## config.mk

```make
export PLATFORM = sky130hd
export DESIGN_NAME = race_lap_timer_ring
export DESIGN_NICKNAME = d
export VERILOG_FILES = /design/src/rltr_pkg.sv /design/src/race_lap_timer_ring.sv
export VERILOG_INCLUDE_DIRS = /design/src /design/src/src
export SDC_FILE = /design/constraint.sdc
export NUM_CORES = 2
export LEC_CHECK = 0
export ABC_AREA = 1
export BUFFER_PORTS_ARGS = -buffer_cell sky130_fd_sc_hd__buf_2
export CAP_MARGIN = 10
export CORE_UTILIZATION = 50
export DETAILED_ROUTE_END_ITERATION = 10
export GPL_TIMING_DRIVEN = 0
export HOLD_SLACK_MARGIN = 0.12
export PLACE_DENSITY = 0.68
export SETUP_SLACK_MARGIN = 0.4
export SLEW_MARGIN = 20
export SYNTH_ARGS = -nofsm -noshare
export SYNTH_HDL_FRONTEND = slang
export SYNTH_SLANG_ARGS = --single-unit
```

## constraint.sdc

```tcl
create_clock -name clk -period 5.8 [get_ports clk]
set_input_delay 0.29 -clock clk [delete_from_list [all_inputs] [get_ports clk]]
set_output_delay 0.29 -clock clk [all_outputs]
set_load 0.02 [all_outputs]
```

## src/race_lap_timer_ring_defines.svh

```systemverilog
`ifndef RACE_LAP_TIMER_RING_DEFINES_SVH
`define RACE_LAP_TIMER_RING_DEFINES_SVH

// same-cycle implication
`define RLTR_ASSERT_NOW(lbl, ante, cons) \
  lbl: assert property (@(posedge clk) disable iff (rst) (ante) |-> (cons)) \
    else $error("race_lap_timer_ring: check failed");

// next-cycle implication
`define RLTR_ASSERT_NEXT(lbl, ante, cons) \
  lbl: assert property (@(posedge clk) disable iff (rst) (ante) |=> (cons)) \
    else $error("race_lap_timer_ring: check failed");

`endif

```

## src/rltr_pkg.sv

```systemverilog
package rltr_pkg;

  localparam int LAP_SLOTS = 16;
  localparam int SLOT_W    = $clog2(LAP_SLOTS);
  localparam int CNT_W     = $clog2(LAP_SLOTS + 1);

  localparam logic [31:0] INVALID_TS = 32'hFFFF_FFFF;
  localparam logic [31:0] DIV10_MUL  = 32'hCCCC_CCCD;

  localparam logic [1:0] REQ_TRIG  = 2'd0;
  localparam logic [1:0] REQ_STOP  = 2'd1;
  localparam logic [1:0] REQ_INVAL = 2'd2;
  localparam logic [1:0] REQ_RSVD  = 2'd3;

  localparam logic [1:0] OP_LAP    = 2'd0;
  localparam logic [1:0] OP_SINGLE = 2'd1;
  localparam logic [1:0] OP_MULTI  = 2'd2;
  localparam logic [1:0] OP_RSVD   = 2'd3;

  localparam logic [1:0] CFG_OP_MODE     = 2'd0;
  localparam logic [1:0] CFG_SENSOR_MODE = 2'd1;
  localparam logic [1:0] CFG_MAX_RIDERS  = 2'd2;

  typedef struct packed {
    logic [1:0]  req_type;
    logic [31:0] event_time;
    logic [7:0]  slot_index;
  } req_t;

  typedef struct packed {
    logic        lap_done;
    logic [3:0]  done_slot;
    logic [28:0] lap_ms;
    logic        run_started;
    logic [3:0]  started_slot;
    logic [4:0]  running_count;
  } res_t;

  typedef enum logic [2:0] {
    ST_IDLE, ST_INIT, ST_READ, ST_EXEC, ST_SKIP, ST_WR2, ST_FIN, ST_OUT
  } state_t;

endpackage

```

## src/race_lap_timer_ring.sv

```systemverilog
// channel  | direction | handshake                   | payload
// request  | in        | start, busy                 | req (req_t)
// config   | in        | cfg_valid, cfg_ready        | cfg_index, cfg_data
// result   | out       | result_valid (one cycle)    | result (res_t)
//
// A request runs through the init, read, execute, optional second write, finish
// and output states while busy is high; the result follows with busy low. A stop
// in multi run mode runs skip in place of execute and walks past invalidated
// slots (up to 16 on each of up to two walks), one slot memory read per step.
// Reset is synchronous; the slot stores clear at once through per-entry valid
// bits. Results are never held off by the receiver; busy stays high until
// the result cycle, and configuration is taken only while idle.
`include "race_lap_timer_ring_defines.svh"

module race_lap_timer_ring (
  input  logic                 clk,
  input  logic                 rst,
  input  logic                 start,
  output logic                 busy,
  input  rltr_pkg::req_t       req,
  input  logic                 cfg_valid,
  output logic                 cfg_ready,
  input  logic [1:0]           cfg_index,
  input  logic [7:0]           cfg_data,
  output logic                 result_valid,
  output rltr_pkg::res_t       result
);

  localparam int SW = rltr_pkg::SLOT_W;
  localparam int CW = rltr_pkg::CNT_W;
  localparam int NS = rltr_pkg::LAP_SLOTS;

  rltr_pkg::state_t state, state_next;

  logic [1:0]  op_mode;
  logic        sens_mode;
  logic [4:0]  max_riders;

  rltr_pkg::req_t rq, rq_next;

  logic [SW-1:0] cur, cur_next, prev, prev_next, newest, newest_next, sslot, sslot_next;
  logic          cur_set, cur_set_next, newest_set, newest_set_next;
  logic          done_f, done_f_next, started_f, started_f_next, phase2, phase2_next;
  logic [CW-1:0] k, k_next;
  logic [31:0]   diff, diff_next, wr2_val, wr2_val_next;
  logic [63:0]   prod;

  logic [31:0]   start_mem [NS];
  logic [31:0]   end_mem   [NS];
  logic [NS-1:0] start_vld, end_vld;
  logic [31:0]   rs, re;

  logic          ws_en, we_en;
  logic [SW-1:0] ws_addr, we_addr;
  logic [31:0]   ws_data, we_data;

  logic lap_mode, single1, single2, multi;
  logic [SW-1:0] cur_inc, newest_inc, nx;
  logic [5:0]    mrun;
  logic [4:0]    running;
  logic          slot_ok, at_newest;

  assign lap_mode = (op_mode == rltr_pkg::OP_LAP) && !sens_mode;
  assign single1  = (op_mode == rltr_pkg::OP_SINGLE) && !sens_mode;
  assign single2  = (op_mode == rltr_pkg::OP_SINGLE) && sens_mode;
  assign multi    = (op_mode == rltr_pkg::OP_MULTI) && sens_mode;

  assign cur_inc    = (cur == SW'(NS - 1)) ? '0 : cur + SW'(1);
  assign newest_inc = (newest == SW'(NS - 1)) ? '0 : newest + SW'(1);
  assign nx         = newest_set ? newest_inc : '0;
  assign slot_ok    = (rs != rltr_pkg::INVALID_TS) && (re != rltr_pkg::INVALID_TS);
  assign at_newest  = newest_set && (cur == newest);

  always_comb begin
    if (!newest_set) begin
      mrun = '0;
    end else if (newest < cur) begin
      mrun = 6'(NS) - 6'(cur) + 6'(newest) + 6'd1;
    end else begin
      mrun = 6'(newest) - 6'(cur) + ((re == '0) ? 6'd1 : 6'd0);
    end
  end

  always_comb begin
    unique case (op_mode)
      rltr_pkg::OP_MULTI:  running = mrun[4:0];
      rltr_pkg::OP_LAP:    running = {4'd0, cur_set};
      rltr_pkg::OP_SINGLE: running = {4'd0, cur_set && (rs != '0) && (re == '0)};
      default:             running = '0;
    endcase
  end

  assign busy      = (state != rltr_pkg::ST_IDLE);
  assign cfg_ready = !busy;

  always_comb begin
    state_next      = state;
    rq_next         = rq;
    cur_next        = cur;
    cur_set_next    = cur_set;
    prev_next       = prev;
    newest_next     = newest;
    newest_set_next = newest_set;
    sslot_next      = sslot;
    done_f_next     = done_f;
    started_f_next  = started_f;
    phase2_next     = phase2;
    k_next          = k;
    diff_next       = diff;
    wr2_val_next    = wr2_val;
    ws_en = 1'b0; ws_addr = cur; ws_data = '0;
    we_en = 1'b0; we_addr = cur; we_data = '0;
    unique case (state)
      rltr_pkg::ST_IDLE: begin
        if (start) begin
          rq_next        = req;
          done_f_next    = 1'b0;
          started_f_next = 1'b0;
          sslot_next     = '0;
          phase2_next    = 1'b0;
          k_next         = '0;
          state_next     = rltr_pkg::ST_INIT;
        end
      end
      rltr_pkg::ST_INIT: begin
        if ((single1 || single2 || multi) && !cur_set) begin
          cur_next     = '0;
          cur_set_next = 1'b1;
          ws_en = 1'b1; ws_addr = '0; ws_data = '0;
        end
        state_next = rltr_pkg::ST_READ;
      end
      rltr_pkg::ST_READ: begin
        state_next = (rq.req_type == rltr_pkg::REQ_STOP && multi) ?
                     rltr_pkg::ST_SKIP : rltr_pkg::ST_EXEC;
      end
      rltr_pkg::ST_EXEC: begin
        state_next = rltr_pkg::ST_FIN;
        if (rq.req_type == rltr_pkg::REQ_INVAL) begin
          if (9'(rq.slot_index) < 9'(NS)) begin
            ws_en = 1'b1; ws_addr = rq.slot_index[SW-1:0]; ws_data = rltr_pkg::INVALID_TS;
            we_en = 1'b1; we_addr = rq.slot_index[SW-1:0]; we_data = rltr_pkg::INVALID_TS;
          end
        end else if (rq.req_type == rltr_pkg::REQ_TRIG && lap_mode) begin
          started_f_next = 1'b1;
          if (!cur_set) begin
            cur_next     = '0;
            cur_set_next = 1'b1;
            sslot_next   = '0;
            ws_en = 1'b1; ws_addr = '0; ws_data = rq.event_time;
          end else begin
            we_en = 1'b1; we_data = rq.event_time;
            done_f_next  = 1'b1;
            diff_next    = rq.event_time - rs;
            prev_next    = cur;
            cur_next     = cur_inc;
            sslot_next   = cur_inc;
            wr2_val_next = rq.event_time;
            state_next   = rltr_pkg::ST_WR2;
          end
        end else if ((rq.req_type == rltr_pkg::REQ_TRIG && single1 && re == '0 && rs != '0) ||
                     (rq.req_type == rltr_pkg::REQ_STOP && single2 && re == '0 && rs != '0)) begin
          we_en = 1'b1; we_data = rq.event_time;
          done_f_next  = 1'b1;
          diff_next    = rq.event_time - rs;
          prev_next    = cur;
          cur_next     = cur_inc;
          wr2_val_next = '0;
          state_next   = rltr_pkg::ST_WR2;
        end else if (rq.req_type == rltr_pkg::REQ_TRIG && (single1 || single2) && rs == '0) begin
          ws_en = 1'b1; ws_data = rq.event_time;
          we_en = 1'b1; we_data = '0;
          started_f_next = 1'b1;
          sslot_next     = cur;
        end else if (rq.req_type == rltr_pkg::REQ_TRIG && multi && (mrun[4:0] < max_riders)) begin
          ws_en = 1'b1; ws_addr = nx; ws_data = rq.event_time;
          we_en = 1'b1; we_addr = nx; we_data = '0;
          if (mrun == '0) begin
            cur_next = nx;
          end
          newest_next     = nx;
          newest_set_next = 1'b1;
          started_f_next  = 1'b1;
          sslot_next      = nx;
        end
      end
      rltr_pkg::ST_SKIP: begin
        if (slot_ok || at_newest || (k == CW'(NS))) begin
          state_next = rltr_pkg::ST_FIN;
          if (!phase2 && re == '0 && rs != '0) begin
            we_en = 1'b1; we_data = rq.event_time;
            done_f_next = 1'b1;
            diff_next   = rq.event_time - rs;
            prev_next   = cur;
            if (!at_newest) begin
              cur_next    = cur_inc;
              k_next      = '0;
              phase2_next = 1'b1;
              state_next  = rltr_pkg::ST_READ;
            end
          end
        end else begin
          cur_next   = cur_inc;
          k_next     = k + CW'(1);
          state_next = rltr_pkg::ST_READ;
        end
      end
      rltr_pkg::ST_WR2: begin
        ws_en = 1'b1; ws_data = wr2_val;
        state_next = rltr_pkg::ST_FIN;
      end
      rltr_pkg::ST_FIN: begin
        state_next = rltr_pkg::ST_OUT;
      end
      rltr_pkg::ST_OUT: begin
        state_next = rltr_pkg::ST_IDLE;
      end
      default: state_next = rltr_pkg::ST_IDLE;
    endcase
  end

  always_ff @(posedge clk) begin
    if (rst) begin
      state      <= rltr_pkg::ST_IDLE;
      cur        <= '0;
      cur_set    <= 1'b0;
      prev       <= '0;
      newest     <= '0;
      newest_set <= 1'b0;
      op_mode    <= 2'd0;
      sens_mode  <= 1'b0;
      max_riders <= 5'd4;
      result_valid <= 1'b0;
      start_vld  <= '0;
      end_vld    <= '0;
    end else begin
      state      <= state_next;
      cur        <= cur_next;
      cur_set    <= cur_set_next;
      prev       <= prev_next;
      newest     <= newest_next;
      newest_set <= newest_set_next;
      result_valid <= (state == rltr_pkg::ST_OUT);
      if (ws_en) begin
        start_vld[ws_addr] <= 1'b1;
      end
      if (we_en) begin
        end_vld[we_addr] <= 1'b1;
      end
      if (cfg_valid && cfg_ready) begin
        unique case (cfg_index)
          rltr_pkg::CFG_OP_MODE:     op_mode    <= cfg_data[1:0];
          rltr_pkg::CFG_SENSOR_MODE: sens_mode  <= cfg_data[0];
          rltr_pkg::CFG_MAX_RIDERS:  max_riders <= cfg_data[4:0];
          default: ;
        endcase
      end
    end
  end

  always_ff @(posedge clk) begin
    rq        <= rq_next;
    sslot     <= sslot_next;
    done_f    <= done_f_next;
    started_f <= started_f_next;
    phase2    <= phase2_next;
    k         <= k_next;
    diff      <= diff_next;
    wr2_val   <= wr2_val_next;
    prod      <= 64'(diff) * 64'(rltr_pkg::DIV10_MUL);
    if (ws_en) begin
      start_mem[ws_addr] <= ws_data;
    end
    if (we_en) begin
      end_mem[we_addr] <= we_data;
    end
    rs <= start_vld[cur] ? start_mem[cur] : '0;
    re <= end_vld[cur] ? end_mem[cur] : '0;
    if (state == rltr_pkg::ST_OUT) begin
      result.lap_done      <= done_f;
      result.done_slot     <= done_f ? 4'(prev) : 4'd0;
      result.lap_ms        <= done_f ? prod[63:35] : '0;
      result.run_started   <= started_f;
      result.started_slot  <= started_f ? 4'(sslot) : 4'd0;
      result.running_count <= running;
    end
  end

  `RLTR_ASSERT_NEXT(a_out_pulse, state == rltr_pkg::ST_OUT, result_valid && !busy)
  `RLTR_ASSERT_NEXT(a_single_pulse, result_valid, !result_valid)
  `RLTR_ASSERT_NOW(a_walk_bound, state == rltr_pkg::ST_SKIP, k <= CW'(NS))

endmodule
```

==> impl_metrics.env <==
export IMPL_cts_made_buffers=140
export IMPL_final_core_util_pct=60.83
export IMPL_async_flop_share_pct=0
export IMPL_layout_min_cycle_time_ns=6.706
export IMPL_antenna_found_initial=13
export IMPL_hold_viol=0
export IMPL_synthCells=6227
export IMPL_drc=0
export IMPL_cp_required_ns=6.50
export IMPL_htreeDepth=4
export IMPL_cts_sinks=1337
export IMPL_grt_pass1_wl_um=344100
export IMPL_grt_remaining_overflow=0
export IMPL_synth_seq_area_share_pct=54.36
export IMPL_whs_ns=0.2089
export IMPL_yosysWarnings=0
export IMPL_design_portCount=103
export IMPL_clk_latency_ns=0.81
export IMPL_multi_input_area_um2=29860
export IMPL_cts_tree="done"
export IMPL_cts_buffer_depth=3
export IMPL_dp_hpwl_um=173900
export IMPL_grt_pass1_vias=52220
export IMPL_avgSynthCellArea_um2=11.41
export IMPL_io_buffers=98
export IMPL_gp_congestion=0.9745
export IMPL_holdCritPathClass="input pin to register"
export IMPL_grt_use_total_pct=33.56
export IMPL_rsz0062_at_grt="yes"
export IMPL_final_max_slew_viol_count=0
export IMPL_max_slew_margin_pct=18.81
export IMPL_maxCapViolCount=0
export IMPL_die_h_um=379.0
export IMPL_syn_area_um2=71070
export IMPL_rows=137
export IMPL_worstPathMaxFanout=2
export IMPL_clockRootBuffer="clkbuf_16"
export IMPL_grt_max_degree=41
export IMPL_area_growth_pct=20.01
export IMPL_routed_wl_um=245300
export IMPL_crit_type="register to register"
export IMPL_regArea_um2=38640
export IMPL_wl_per_cell_um=27.80
export IMPL_synth_edf_count=1186
export IMPL_syn_num_nets=7069
export IMPL_synth_cell_types=63
export IMPL_synth_ff_type="edfxtp_1"
export IMPL_setup_slack_ns=-0.9059
export IMPL_post_route_period_util_pct=115.6
export IMPL_drt_pass1_iter_count=6
export IMPL_dieArea_um2=143700
export IMPL_setup_viol=29
export IMPL_vias=53190
export IMPL_drt_iter0_drc=7047
export IMPL_viasPerCell=6.027
export IMPL_ant_nets=0
export IMPL_status="finished with violations"
export IMPL_ys_seq_elements=1337
export IMPL_final_nets=7672
export IMPL_nFillCells=10920
export IMPL_clk_pin_slew_ns=0.06
export IMPL_violations="negative setup slack"
export IMPL_fmax_mhz=149.1
export IMPL_crit_path_start_kind="register"
export IMPL_skew_ns=0.06117
export IMPL_dieWidth_um=379.0
export IMPL_critPathArrivalTime_ns=7.41
export IMPL_coreArea_um2=140200
export IMPL_initial_core_util_pct=50.69
export IMPL_max_slew_worst_pin_slew_ns=1.218
export IMPL_endpoint_kind="register"
export IMPL_drive_gt1_share_pct=15.27
## routing by layer
layer | vias to the layer above | share of wire (%) | global-route usage (%)
met3 | 816 | 12 | 8.672
li1 | 22750 | - | -
met2 | 3580 | 45 | 51.82
met5 | - | 0.041 | 0
met4 | 14 | 6.8 | 19.06
met1 | 26030 | 36 | 42.95
## Yosys cell counts, types with 10 or more instances
library cell	count	area share, %
o211ai_1	28	0.30
o21ai_0	432	3.0
o221ai_1	225	2.8
inv_1	978	5.2
nand2_2	10	0.088
a31oi_1	115	1.0
nor2_1	546	2.9
fa_1	391	11
buf_1	15	0.079
xor2_1	74	0.91
a21oi_1	261	1.8
nor3_1	28	0.20
o22ai_1	60	0.53
a211oi_1	34	0.36
nand2_1	737	3.9
o311ai_0	35	0.43
nor4_1	10	0.088
edfxtp_1	1186	50
xnor2_1	33	0.41
clkbuf_1	216	1.1
nand3_1	96	0.68
ha_1	395	7.0
nand4_1	42	0.37
inv_2	14	0.074
dfxtp_1	151	4.3
## through the flow
stage	instance area (µm²)	setup TNS [ns]	instances	setup WS, ns
after floorplan	71510	-0.5698	6227	-0.1532
after global placement	74350	-4452.74	8201	-3.000
after detailed placement	76230	-1451.76	8293	-1.770
after CTS	83830	-17.59	8750	-0.9065
after global routing	85290	-24.95	8822	-1.078
final	85300	-20.70	8824	-0.9059
## worst max-delay path, cell delays in order, from the launching register on
cell and delay [ns]:
edfxtp_1 0.45, buf_6 0.16, ha_4 0.29, inv_4 0.04, fa_1 0.51, inv_2 0.04
fa_1 0.50, inv_1 0.05, fa_1 0.51, inv_2 0.04, fa_1 0.58, fa_1 0.48
fa_1 0.58, inv_2 0.04, fa_1 0.53, inv_2 0.06, ha_4 0.29, nand2_4 0.06
nor2_4 0.08, inv_2 0.05, nor2_2 0.08, inv_2 0.06, nor4_4 0.25, nand4_1 0.27
nand3_2 0.19, buf_4 0.12, buf_4 0.12, xor2_4 0.20
## flip-flops by register name, summed over array words and instances, names as in the netlist, 2 cells and up
name / count
diff: 32
sslot: 4
cur: 4
end_mem: 512
wr2_val: 32
end_vld: 16
prev: 4
re: 32
newest: 4
result: 44
start_mem: 512
start_vld: 16
max_riders: 5
rq: 42
rs: 32
op_mode: 2
state: 3
prod: 29
k: 5
## timing repair
item	4_1_cts	5_1_grt
pin swaps	79	82
setup endpoints to repair	2153	1423
gates resized for setup	254	196
hold endpoints to repair	73	0
gates cloned	0	10
hold buffers	62	0
buffers inserted	137	62
## area by class of cell
type,count,area share (%)
Tap cell,1876,2.752
Sequential cell,1337,45.31
Inverter,992,4.562
Timing Repair Buffer,461,5.495
Multi-Input combinational cell,3648,35.01
Antenna cell,2,0.005868
Buffer,250,1.361
Clock inverter,55,0.8435
Clock buffer,203,4.662
## final timing paths
| kind | from | to | slack (ns) | cells past startpoint |
|---|---|---|---|---|
| hold / removal | req[12] | rq[12]$_DFFE_PP_ | 0.21 | 2 |
| setup / recovery | diff[21]$_DFFE_PP_ | prod[40]$_DFF_P_ | -0.91 | 27 |
| setup reg to reg | diff[21]$_DFFE_PP_ | prod[40]$_DFF_P_ | -0.91 | 27 |
| hold reg to reg | start_vld[11]$_SDFFE_PP0P_ | start_vld[11]$_SDFFE_PP0P_ | 0.46 | 2 |
## layout by cell type (no fill, tap or decap), drive strengths merged, types with 2 or more instances in the layout
cell type	instances
nand4	42
a31o	2
a41oi	2
a211oi	34
nand3b	3
a21o	9
clkbuf	424
bufinv	10
nand2	749
fa	391
xor2	74
nor2	561
o311ai	35
clkinvlp	12
buf	425
xnor2	33
o221ai	225
ha	395
o21a	7
inv	983
nor3	29
o211ai	28
o22ai	60
or2	7
o2111ai	4
o21ai	439
edfxtp	1186
dlygate4sd1	2
a21oi	267
a31oi	116
nand3	104
diode	2
dlygate4sd3	63
nor4	12
o21bai	10
clkinv	42
dfxtp	151
## cells by family after synthesis
logic type | Yosys count | synth area share, %
flip-flops | 1337 | 54.36
XOR/XNOR | 107 | 1.319
AND/OR/NAND/NOR | 1511 | 8.770
AO/OA/AOI/OAI | 1244 | 10.92
buffers and inverters | 1242 | 6.663
adder cells (fa/ha/maj) | 786 | 17.97
Power is not shown: default switching activity piles up to over one toggle a cycle in this logic, so the estimate is an artifact.
